$ cat config.mk
export PLATFORM = sky130hd
export DESIGN_NAME = twa_div
export DESIGN_NICKNAME = d
export VERILOG_FILES = /design/src/rtl/twa_pkg.sv /design/src/rtl/twa_div.sv
export SDC_FILE = /design/constraint.sdc
export NUM_CORES = 1
export LEC_CHECK = 0
export CAP_MARGIN = 10
export CORE_MARGIN = 3
export CORE_UTILIZATION = 65
export CTS_BUF_LIST = sky130_fd_sc_hd__clkbuf_4 sky130_fd_sc_hd__clkbuf_8
export CTS_CLUSTER_DIAMETER = 80
export CTS_CLUSTER_SIZE = 25
export DETAILED_ROUTE_END_ITERATION = 16
export DONT_BUFFER_PORTS = 1
export HOLD_SLACK_MARGIN = 0.03
export PLACE_DENSITY = 0.81
export SYNTH_ARGS = -nofsm -noshare
export SYNTH_HDL_FRONTEND = slang
export SYNTH_SLANG_ARGS = --single-unit
$ cat constraint.sdc
create_clock -name clk -period 3.01 [get_ports clk]
set_input_delay 0.301 -clock clk [delete_from_list [all_inputs] [get_ports clk]]
set_output_delay 0.301 -clock clk [all_outputs]
set_load 0.05 [all_outputs]
$ cat src/rtl/twa_pkg.sv
package twa_pkg;

	// window length in samples
	localparam int WINDOW = 41 * 24;

	// sample and mean width, fixed point 10.6
	localparam int SAMPLE_W = 16;

	// ring slot index and sample count (count reaches WINDOW itself)
	localparam int PTR_W = (WINDOW > 1) ? $clog2(WINDOW) : 1;
	localparam int CNT_W = $clog2(WINDOW + 1);

	// running sum never overflows: WINDOW samples of SAMPLE_W bits
	localparam int SUM_W = SAMPLE_W + CNT_W;

	// divider step counter
	localparam int STEP_W = $clog2(SUM_W);

	typedef enum logic [2:0] {
		ST_IDLE,
		ST_SUB,
		ST_ADD,
		ST_START,
		ST_WAIT,
		ST_OUT
	} twa_state_t;

endpackage

$ cat src/rtl/twa_div.sv
module twa_div (
	input  logic                           clk,
	input  logic                           arst_n,
	input  logic                           start,
	input  logic [twa_pkg::SUM_W-1:0]      dividend,
	input  logic [twa_pkg::CNT_W-1:0]      divisor,
	output logic                           done,
	output logic [twa_pkg::SUM_W-1:0]      quotient
);

	// restoring division, one quotient bit per cycle, msb first
	logic                           busy_q;
	logic                           done_q;
	logic [twa_pkg::STEP_W-1:0]     step_q;
	logic [twa_pkg::SUM_W-1:0]      quo_q;
	logic [twa_pkg::CNT_W-1:0]      rem_q;
	logic [twa_pkg::CNT_W-1:0]      dvs_q;

	logic [twa_pkg::CNT_W:0]        trial;
	logic [twa_pkg::CNT_W+1:0]      diff;
	logic                           ge;
	logic [twa_pkg::CNT_W-1:0]      rem_d;

	always_comb begin
		trial = {rem_q, quo_q[twa_pkg::SUM_W-1]};
		diff  = {1'b0, trial} - {2'b00, dvs_q};
		ge    = !diff[twa_pkg::CNT_W+1];
		// remainder stays below the divisor, so it fits the divisor width
		rem_d = ge ? diff[twa_pkg::CNT_W-1:0] : trial[twa_pkg::CNT_W-1:0];
	end

	always_ff @(posedge clk or negedge arst_n) begin
		if (!arst_n) begin
			busy_q <= 1'b0;
			done_q <= 1'b0;
			step_q <= '0;
		end else begin
			done_q <= 1'b0;
			if (start) begin
				busy_q <= 1'b1;
				step_q <= twa_pkg::STEP_W'(twa_pkg::SUM_W - 1);
			end else if (busy_q) begin
				if (step_q == '0) begin
					busy_q <= 1'b0;
					done_q <= 1'b1;
				end else begin
					step_q <= step_q - 1'b1;
				end
			end
		end
	end

	always_ff @(posedge clk) begin
		if (start) begin
			quo_q <= dividend;
			rem_q <= '0;
			dvs_q <= divisor;
		end else if (busy_q) begin
			quo_q <= {quo_q[twa_pkg::SUM_W-2:0], ge};
			rem_q <= rem_d;
		end
	end

	assign done     = done_q;
	assign quotient = quo_q;

endmodule

==> impl_metrics.toml <==
[global_route]
grtUsageTotal_pct = 19.3
first_global_vias = 1482
gr_ovfl_total = 0
maximum_number_of_pins_on_one_net_before_global_route_repair = 50
grt_antenna_before_repair = 0
first_pass_grt_wire_length_um = 6700

[placement]
gpl.final_weighted_congestion = 0.836
dp_hpwl_um = 3350
io_buffer_count = 0
placedCellCount = 244

[yosys]
synth-seq-area-share_pct = 56.5
yosysWarningCount = 0
synthFlopType = "sky130_fd_sc_hd__edfxtp_1"
mappedNetlistArea_um2 = 2580
number_of_enable_flip_flop_cells_after_synthesis = 36
synthDominantAreaCellType = "sky130_fd_sc_hd__edfxtp_1"
flop_and_latch_count_out_of_synthesis = 53
synth_area_per_cell_um2 = 12.9
synth_cells = 200
postSynthNetCount = 252
synth_top_area_share_pct = 42.0
synth-async-reset-ratio_pct = 13.2
netlist_top_cells_area = "sky130_fd_sc_hd__edfxtp_1, sky130_fd_sc_hd__mux2_2, sky130_fd_sc_hd__dfxtp_1"
count_of_cell_types_in_the_netlist = 44

[routing]
post-route-drc-count = 0
routedWlPerCell_um = 17.8
routed_wl_um = 4490
vias_per_cell = 6.15
detail-route-antenna-nets = 0
first_pass_iters = 4
route.vias.total = 1555
detail_route.iter0.violations = 98

[worst_hold_path]
holdPathStages = 1
worstHoldStart = "start"
min_delay_worst_endpoint = "rem_q[5]"
hold_path.class = "input port to flop"

[clock_tree]
clock_insertion_delay_worst_skew_ns = 0.30
cts_made_buffers = 5
number_of_clock_sinks = 53
cts_resized = 0
post-cts-setup-buffer-count = 0
tritoncts_clock_tree = "built"
ctsHtreeMaxLevel = 2
cts_hold_repair.buffers = 1
clock_tree.buffer_depth = 2
worst_setup_hold_path_clk_slew_ns = 0.09
root_buf_cell = "sky130_fd_sc_hd__clkbuf_8"

[setup_path]
path_cells = "ha_1 > and2_1 > a221o_1 > and2_4 > nor3_4 > mux2i_1 > a211oi_1"
timing.critical_path.fanout_max = 13
setup.worst_path.end_class = "flop"
critical-path-max-stage-delay_ns = 0.52
setup.reg_to_reg.worst_slack_ns = 0.60
worstSetupStartpointType = "flop"
arrival_ns = 2.64
rr_worst_depth = 7
timing.critical_path.slowest_stage_cell = "sky130_fd_sc_hd__nor3_4"
r2r_end = "rem_q[6]"
setup.worst_path.class = "flop to flop"
required_ns = 3.23
r2r-start = "rem_q[6]"

[power]
internal_power_w = 0.00131
portion_of_total_power_attributed_to_combinational_logic_pct = 22.6
power_frac_clock_pct = 19.3
switching_power_w = 0.000693
power-per-cell-area_nw_per_um2 = 735
pwr-share-seq_pct = 58.1
sw_frac_of_total_pct = 34.7
power_w = 0.00200
irDropWorstVdd_v = 0.000337
power.static_leakage_nw = 1.14

[sta]
report.final.hold_viol_count = 0
final_max_slew_viols = 0
layout_worst_path_cycle_share_pct = 80.2
whs_ns = 0.0585
rsz_0062_raised_after_global_routing = "false"
worst_max_slew_pin_slew_ns = 0.602
setup_violations_final = 0
timing.max_slew.rel_slack_pct = 59.7
fin_setup_tns_ns = 0
final_period_minus_worst_setup_slack_ns = 2.41
maximum_clock_rate_mhz = 414
timing.clock.skew_ns = 0.00882

[run]
max-cap-violations = 0

[final_layout]
finish.utilization_pct = 72.6
final_cells = 253
layout-drive-gt1-share_pct = 19.5
mostFrequentLayoutCells = "sky130_fd_sc_hd__edfxtp_1, sky130_fd_sc_hd__mux2_2, sky130_fd_sc_hd__inv_1, sky130_fd_sc_hd__nor2_1, sky130_fd_sc_hd__ha_1"
final_net_count = 256
layout.cells.most_common = "sky130_fd_sc_hd__edfxtp_1"
area_growth_syn_to_layout_pct = 5.54
antennaDiodeCount = 0

[floorplanning]
placement_rows = 22
pin_count = 66
dieWidth_um = 69.0
die_y_um = 69.0
floorplan.initialDensity_pct = 68.8
dieArea_um2 = 4750
coreArea_um2 = 3740

[run_status]
outcome = "finished, final reports clean"
synthesized netlist by cell type (2+ instances only):
master	instances
sky130_fd_sc_hd__buf_1	2
sky130_fd_sc_hd__nand2b_1	3
sky130_fd_sc_hd__xnor2_1	5
sky130_fd_sc_hd__nand2_1	8
sky130_fd_sc_hd__a21o_1	3
sky130_fd_sc_hd__a32oi_1	2
sky130_fd_sc_hd__a21oi_1	3
sky130_fd_sc_hd__mux2_2	25
sky130_fd_sc_hd__xor2_1	5
sky130_fd_sc_hd__dfrtp_1	7
sky130_fd_sc_hd__nand4_1	2
sky130_fd_sc_hd__clkbuf_1	3
sky130_fd_sc_hd__a31oi_1	2
sky130_fd_sc_hd__nor2_1	16
sky130_fd_sc_hd__o31ai_1	2
sky130_fd_sc_hd__edfxtp_1	36
sky130_fd_sc_hd__ha_1	12
sky130_fd_sc_hd__inv_1	17
sky130_fd_sc_hd__a211oi_1	5
sky130_fd_sc_hd__dfxtp_1	10
sky130_fd_sc_hd__mux2i_1	6
sky130_fd_sc_hd__nand3_1	3
sky130_fd_sc_hd__o21ai_0	2
per-layer routing:
metal  track usage [%]  part of all wire [%]
met1              23.1                    41
met2              33.3                    48
met3              5.02                   8.3
met4              6.81                   2.2
met5                 0                     0
cells by family after synthesis:
kind of cell,count (synthesis),share of synthesized area (%)
flops,53,56.5
buf+inv,23,3.64
simple gates,41,8.16
mux,31,13.3
compound gates,29,8.40
xor+xnor,10,3.40
fa+ha+maj,13,6.61
area by class of cell:
| cell class | instances | area, um^2 |
|---|---|---|
| Sequential cell | 53 | 1460 |
| Multi-Input combinational cell | 124 | 1030 |
| Fill cell | 265 | 1020 |
| Clock buffer | 6 | 76.3 |
| Inverter | 17 | 63.8 |
| Tap cell | 48 | 60.1 |
| Timing Repair Buffer | 3 | 25.0 |
| Clock inverter | 2 | 11.3 |
critical path, delay by kind of cell, from the launching register on:
family          cells  cell delay (ns)
simple gates        3             0.90
compound gates      2             0.58
flops               1             0.35
fa+ha+maj           1             0.35
mux                 1             0.16
flip-flops by register name, summed over array words and instances, names as in the netlist:
name / cells
busy_q: 1
done: 1
quotient: 26
dvs_q: 10
rem_q: 10
step_q: 5
power by group through the flow:
stage | Clock (W) | Combinational, W | Sequential (W)
global route | 0.000425 | 0.000508 | 0.00118
CTS | 0.000395 | 0.000455 | 0.00116
finish | 0.000386 | 0.000452 | 0.00116
detailed placement | 0 | 0.000448 | 0.00118
global placement | 0 | 0.000424 | 0.00117
floorplan | 0 | 0.000384 | 0.00115
metrics by stage:
stage	instance area, um^2	setup WS, ns
final	2720	0.596
after global routing	2720	0.426
after CTS	2720	0.605
after detailed placement	2620	0.623
after global placement	2620	0.677
after floorplan	2580	0.657
how the worst max path moves through the flow:
stage / to / cells after the start / slack (ns) / from
after detailed placement: rem_q[3] / 8 / 0.62 / dvs_q[6]
after global placement: rem_q[6] / 8 / 0.68 / dvs_q[6]
after CTS: rem_q[6] / 8 / 0.61 / dvs_q[6]
after global routing: rem_q[3] / 8 / 0.43 / dvs_q[6]
after floorplan: rem_q[8] / 9 / 0.66 / quotient[25]
final: rem_q[6] / 7 / 0.60 / rem_q[6]
No activity file was read; power rests on OpenSTA's default activity.
